===== src/hdl/itfd_pkg.sv =====
// Shared types, constants and tables for the IMU tilt and fall detector.
// No dependencies; every other file imports this package.
`timescale 1ns / 1ps

package itfd_pkg;

  // Rotation steps of the angle unit (clamped to the size of the arctangent table).
  localparam int ANGLE_ITERATIONS = 16;
  localparam int ATAN_ENTRIES     = 24;
  localparam int ROT_STEPS        = (ANGLE_ITERATIONS > ATAN_ENTRIES) ? ATAN_ENTRIES
                                                                      : ANGLE_ITERATIONS;

  // Square root unit: 50-bit radicand, one result bit per cycle.
  localparam int SQRT_IN_W  = 50;
  localparam int SQRT_STEPS = SQRT_IN_W / 2;
  localparam int REM_W      = SQRT_STEPS + 2;

  // Angle datapath widths.
  localparam int XY_W      = 40;
  localparam int Z_W       = 32;
  localparam int ANGLE_MAX = 5760;

  // Configuration register indexes and reset values.
  localparam int CFG_INDEX_W = 3;
  localparam logic [CFG_INDEX_W-1:0] REG_TILT_LIMIT   = 3'd0;
  localparam logic [CFG_INDEX_W-1:0] REG_SPIN_LIMIT   = 3'd1;
  localparam logic [CFG_INDEX_W-1:0] REG_HOLD_TIME    = 3'd2;
  localparam logic [CFG_INDEX_W-1:0] REG_RECOVER_TIME = 3'd3;
  localparam logic [12:0] TILT_LIMIT_RESET   = 13'd2880;
  localparam logic [15:0] SPIN_LIMIT_RESET   = 16'd1600;
  localparam logic [31:0] HOLD_TIME_RESET    = 32'd1000;
  localparam logic [31:0] RECOVER_TIME_RESET = 32'd2000;

  typedef enum logic {
    OP_SAMPLE = 1'b0,
    OP_CLEAR  = 1'b1
  } op_t;

  typedef enum logic [1:0] {
    CAUSE_NONE    = 2'd0,
    CAUSE_SPIN    = 2'd1,
    CAUSE_HOLD    = 2'd2,
    CAUSE_UPRIGHT = 2'd3
  } cause_t;

  // One input beat as it sits in the queue.
  typedef struct packed {
    op_t                opcode;
    logic signed [15:0] accel_x;
    logic signed [15:0] accel_y;
    logic signed [15:0] accel_z;
    logic signed [15:0] rate_x;
    logic signed [15:0] rate_y;
    logic signed [15:0] rate_z;
    logic        [31:0] now_ms;
  } item_t;

  typedef enum logic [3:0] {
    ST_IDLE,
    ST_SQUARE,
    ST_SUM,
    ST_ANG_LOAD,
    ST_ANG_SQRT,
    ST_ANG_INIT,
    ST_ANG_ROT,
    ST_ANG_DONE,
    ST_TILT_SQ,
    ST_TILT_LOAD,
    ST_TILT_SQRT,
    ST_RATE_LOAD,
    ST_RATE_SQRT,
    ST_DECIDE
  } fsm_t;

  // atan(2^-i) in units of 2^-22 degree, rounded.
  function automatic logic [28:0] atan_entry(input logic [4:0] idx);
    logic [28:0] v;
    unique case (idx)
      5'd0:  v = 29'd188743680;
      5'd1:  v = 29'd111421900;
      5'd2:  v = 29'd58872272;
      5'd3:  v = 29'd29884485;
      5'd4:  v = 29'd15000234;
      5'd5:  v = 29'd7507429;
      5'd6:  v = 29'd3754631;
      5'd7:  v = 29'd1877430;
      5'd8:  v = 29'd938729;
      5'd9:  v = 29'd469366;
      5'd10: v = 29'd234683;
      5'd11: v = 29'd117342;
      5'd12: v = 29'd58671;
      5'd13: v = 29'd29335;
      5'd14: v = 29'd14668;
      5'd15: v = 29'd7334;
      5'd16: v = 29'd3667;
      5'd17: v = 29'd1833;
      5'd18: v = 29'd917;
      5'd19: v = 29'd458;
      5'd20: v = 29'd229;
      5'd21: v = 29'd115;
      5'd22: v = 29'd57;
      5'd23: v = 29'd29;
      default: v = 29'd0;
    endcase
    return v;
  endfunction

endpackage


===== src/hdl/itfd_front.sv =====
// Front end: accepts input beats and holds them in a two-entry queue.
// Depends on itfd_pkg.
`timescale 1ns / 1ps

module itfd_front
  import itfd_pkg::*;
(
  input  logic               clk,
  input  logic               rst,
  input  logic               in_valid,
  output logic               in_stall,
  input  item_t              in_item,
  output logic               q_valid,
  output item_t              q_item,
  input  logic               q_pop
);

  item_t       slot [2];
  logic        wr_ptr;
  logic        rd_ptr;
  logic [1:0]  count;
  logic        push;

  // A beat is taken while the queue has room.
  assign in_stall = (count == 2'd2);
  assign push     = in_valid && !in_stall;
  assign q_valid  = (count != 2'd0);
  assign q_item   = slot[rd_ptr];

  // Pointer and fill count update.
  always_ff @(posedge clk) begin
    if (rst) begin
      wr_ptr <= 1'b0;
      rd_ptr <= 1'b0;
      count  <= 2'd0;
    end else begin
      if (push) wr_ptr <= !wr_ptr;
      if (q_pop && q_valid) rd_ptr <= !rd_ptr;
      count <= count + 2'(push) - 2'(q_pop && q_valid);
    end
  end

  // Queue storage.
  always_ff @(posedge clk) begin
    if (push) slot[wr_ptr] <= in_item;
  end

  a_count_bound: assert property (@(posedge clk) disable iff (rst) count <= 2'd2)
    else $error("queue count out of range");
  a_full_no_push: assert property (@(posedge clk) disable iff (rst)
    (count == 2'd2 && !q_pop) |=> (count == 2'd2))
    else $error("full queue lost an entry");

endmodule


===== config.mk =====
export PLATFORM = sky130hd
export DESIGN_NAME = itfd_front
export DESIGN_NICKNAME = d
export VERILOG_FILES = /design/src/hdl/itfd_pkg.sv /design/src/hdl/itfd_front.sv
export SDC_FILE = /design/constraint.sdc
export NUM_CORES = 1
export LEC_CHECK = 0
export BUFFER_PORTS_ARGS = -buffer_cell sky130_fd_sc_hd__clkbuf_2
export CAP_MARGIN = 10
export CELL_PAD_IN_SITES_DETAIL_PLACEMENT = 0
export CELL_PAD_IN_SITES_GLOBAL_PLACEMENT = 2
export CORE_ASPECT_RATIO = 1.75
export CORE_MARGIN = 4
export CORE_UTILIZATION = 34
export CTS_CLUSTER_SIZE = 40
export DETAILED_ROUTE_END_ITERATION = 8
export PLACE_DENSITY_LB_ADDON = 0.1
export SYNTH_ARGS = -nofsm -noshare
export SYNTH_HDL_FRONTEND = slang
export SYNTH_SLANG_ARGS = --single-unit

===== constraint.sdc =====
create_clock -name clk -period 4.62 [get_ports clk]
set_input_delay 1.386 -clock clk [delete_from_list [all_inputs] [get_ports clk]]
set_output_delay 1.386 -clock clk [all_outputs]
set_load 0.05 [all_outputs]

; ---- Word level (Yosys, flattened, before mapping)
; Memory sizes are Yosys's and may differ from the RTL's. A register that Yosys moved wholly into a read port is not among the register bits.
; Index checks and enable logic that the tools add are counted.
[op_classes]
add_sub_neg = 2
n_eq_ne = 1
n_mux = 4
reduce_logical = 6
[op_table]
columns = cell, n
row1 = two-way mux 1 bit, 4
row2 = zero test 1 bit, 3
row3 = adder 2 x 1 -> 2 bit, 1
row4 = == test 2 bit (second input constant), 1
row5 = logical AND 1 bit, 2
row6 = nonzero test 2 bit, 1
row7 = subtractor 2 x 1 -> 2 bit, 1
[word_totals]
reg_bits = 4
ram_bits = 258
in_bits = 133
out_inout_bits = 131
elab_cells = 17
mem_count = 1
[mem_list]
columns = name, depth, width, rd, rd_ports_with_merged_regs, write_ports, line
row1 = slot, 2, 129, 1, 1, 1, itfd_front.sv:18  ; item_t slot [2];

; ---- Longest topological paths before layout
[depth]
ltp_word = 5
ltp_mapped = 8
depth_no_buf = 8

; ---- Least setup slack after synthesis
; Ideal clock, no wire load.
[synth_path]
path_kind = input -> register
startpoint = input in_valid
endpoint = memory slot[0][0] (netlist bit), enable pin
setup_time_ns = 0.482
arrival_time_ns = 4.282
t_required_ns = 4.138
path_slack_ns = -0.144
stages = 3
n_path_buf = 0
path_cell_list = inv_1 > or3_1 > inv_1
[synth_via]
elab_chain_len = 3
[synth_rtl]
columns = item, line
row1 = from (decl), itfd_front.sv:10  ; input logic in_valid,
row2 = logical AND 1 bit, itfd_front.sv:26  ; assign push = in_valid && !in_stall;
row3 = two-way mux 1 bit, itfd_front.sv:45  ; if (push) slot[wr_ptr] <= in_item;
row4 = two-way mux 1 bit (implied by the code), itfd_front.sv:45
row5 = to (decl), itfd_front.sv:18
; Every way passes these cells.

==> impl_results.md <==
* Die W at 135 µm
* Die area at 31000 µm²
* R2R cell count at 5
* Simple-gate share of the synthesized area at 0.522%
* LEAKAGE at 4.52 nW
* Num ports at 264
* Initial Util at 34.4%
* Comb power frac at 33.1%
* Sequential share of the synthesized area at 81.9%
* Cell family with most CP delay: buffers and inverters
* Int Power at 4.74 mW
* Post-Synth XOR/XNOR Area at 0.274%
* Yosys reg bits at 263
* Drt drc at 0
* Crit Path Max Fanout at 42
* Pre-CTS setup slack at 1340 ps
* Min-Delay Startpoint: wr_ptr$_SDFFE_PP0N_
* Netlist cell types at 21
* Commonest non-fill, non-tap cell in the layout: clkbuf_2
* Worst slew pin tran at 757 ps
* Cells along the critical path: buf_4 -> mux2_2 -> clkbuf_2
* Yosys top cell by area: edfxtp_1
* Final Non-Filler Cells at 1102
* Reg-to-Reg End: slot[0][25]$_DFFE_PP_
* Via count at 4899
* Total Routing Usage GR at 13.6%
* Fmax at 268 MHz
* Core footprint at 27900 µm²
* VDD IR max at 391 µV
* Worst setup margin at 892 ps
* FP Rows at 81
* CTS Hold Buffers Added at 0
* Final Wtd Congestion at 0.726
* Setup slack, reg-to-reg at 2420 ps
* Slowest-stage cell, CP: dfxtp_4
* Final hold vios at 0
* Sequential share of power at 40.8%
* PD cells at 618 nW/µm²
* Initial antenna violation count at 2
* CP endpoint kind: output port
* Mux cell area share after synthesis at 15.2%
* Avg Cell Area, Syn at 22.4 µm²
* Placed Cells at 1056
* Worst Path Arrival at 2340 ps
* Max-slew headroom at 49.4%
* Count of final setup violators at 0
* Die Ht at 230 µm
* Skew-Pair Late Insertion Delay at 530 ps
* Post-Syn Nets at 562
* Root cell of the clock tree: clkbuf_16
* Dpl hpwl at 15100 µm
* Deepest clock path buffer count at 3
* Outcome: completed
* First-pass GRT wire length at 31900 µm
* Levels on crit path at 3
* DRT antenna net count at 0
* Slew Limit Fails at 0
* Clock Skews at 15.1 ps
* RR Startpoint: count[0]$_SDFF_PP0_
* I/O Buffers at 263
* RSZ-0062 raised after global routing: no
* Post-synth top area share at 80.9%
* Total grt overflow at 0
* Syn-to-layout area delta at 26.4%
* Number of global-route vias before repair at 5366
* Routed vias/inst at 4.45
* Critical Path Source Type: flip-flop
* Cells on Worst Hold Path at 2
* Setup tns final at 0 ps
* Critical path type: flip-flop to output port
* Total wire length at 21500 µm
* Mapped Area at 9580 µm²
* Fin crit period at 3730 ps
* Post-synthesis compound-gate area fraction at 0.183%
* H-tree Lvls at 1
* Slowest stage delay, CP at 580 ps
* Post-synthesis instance total at 427
* Hold WC Path Type: flip-flop to flip-flop
* Max-cap viol count at 0
* CP Buf/Inv Count at 2
* Critical path required time at 3230 ps
* Number of buffers created by CTS at 25
* Largest net degree at the start of global routing at 63
* Routed len/inst at 19.5 µm
* Sw Ratio at 36.6%
* 1st-iter DRT viols at 209
* Yosys warnings at 0
* First-pass DRT Iterations at 4
* Clk pwr share at 26.1%
* Postcts setup bufs at 0
* Worst Hold End: wr_ptr$_SDFFE_PP0N_
* Adder-Cell Fraction of Synth Area at 0.261%
* Post-CTS resize count at 0
* Post-route clock period utilization at 80.7%
* Clock slew at reported path FFs at 60 ps
* CTS tree: yes
* Top cells by area, synth: edfxtp_1 (81%), mux2_2 (15%), buf_6 (1.4%), dfxtp_1 (1.0%), ha_1 (0.26%)
* Psw at 2.74 mW
* Min Hold Slack at 508 ps
* Layout Nets at 845
* Commonest cells after routing, fill and taps aside: clkbuf_2 (263), edfxtp_1 (258), mux2_2 (129), clkbuf_16 (25), clkbuf_1 (7)
* Main combinational cell family by area after synthesis: multiplexers
* Share of cells above drive strength 1 at 60.6%
* Clock Sinks at 263
==> power by group through the flow <==
stage | logic [mW] | registers [mW] | clock network, mW
2_1_floorplan | 2.00 | 3.07 | 0
3_3_place_gp | 2.51 | 3.10 | 0
3_5_place_dp | 2.53 | 3.11 | 0
4_1_cts | 2.53 | 3.06 | 2.03
5_1_grt | 2.61 | 3.08 | 2.13
6_report | 2.48 | 3.05 | 1.95
==> cell usage after synthesis (all sizes together) <==
library cell,instances
a21oi,1
and3,1
buf,14
dfxtp,5
edfxtp,258
ha,2
inv,4
mux2,129
nand2,1
nand2b,1
nor2,3
nor2b,1
o21a,1
o21ai,1
or2,1
or3,1
xnor2,2
xor2,1
==> worst min-delay path, cell delays in order, from the launching register on <==
cell and delay, ps:
dfxtp_1 320, o21ai_0 80, a21oi_1 60
==> cell type report <==
| type | instances | area (µm²) |
|---|---|---|
| fillers | 2532 | 15800 |
| flip-flops and latches | 263 | 7850 |
| multi-input cells | 146 | 1580 |
| repair buffers | 270 | 1420 |
| clock buffers | 36 | 707 |
| well taps | 373 | 467 |
| clock inverters | 9 | 73.8 |
| inverters | 4 | 18.8 |
| diodes | 1 | 2.50 |
==> flip-flops by register name, indices dropped and copies added, names as in the netlist, named ones only <==
name and cells:
slot 258, rd_ptr 1, count 2, wr_ptr 1
==> logic make-up (layout without fill, tap and decap cells) <==
logic type / count (synthesis) / count (layout)
AO/OA/AOI/OAI: 3 / 3
other: 0 / 1
XOR/XNOR: 3 / 3
multiplexers: 129 / 129
flip-flops: 263 / 263
adder cells (fa/ha/maj): 2 / 2
buffers and inverters: 18 / 319
AND/OR/NAND/NOR: 9 / 9
==> routing by layer <==
layer	wire, µm	vias up	track usage [%]
met1	7130	2445	13.9
li1	-	2259	-
met3	1540	31	3.85
met2	12300	162	26.2
met4	478	2	4.39
met5	18	-	0
==> metrics by stage <==
stage | instance area, µm² | util, % | total power, mW
6_report | 12100 | 43.5 | 7.48
5_1_grt | 12100 | 43.5 | 7.81
4_1_cts | 12100 | 43.5 | 7.63
3_5_place_dp | 11300 | 40.7 | 5.64
3_3_place_gp | 11300 | 40.7 | 5.61
2_1_floorplan | 9590 | - | 5.07
==> how the worst max path moves through the flow <==
stage                     startpoint                      to  slack (ps)
final                      flip-flop              q_item[94]         890
after global placement      in_valid  slot[0][122]$_DFFE_PP_        1380
after CTS                  flip-flop              q_item[71]         780
after global routing       flip-flop              q_item[45]         730
after detailed placement    in_valid  slot[0][124]$_DFFE_PP_        1340
after floorplan             in_valid    slot[0][0]$_DFFE_PP_         750
(Power assumes the default switching activity.)
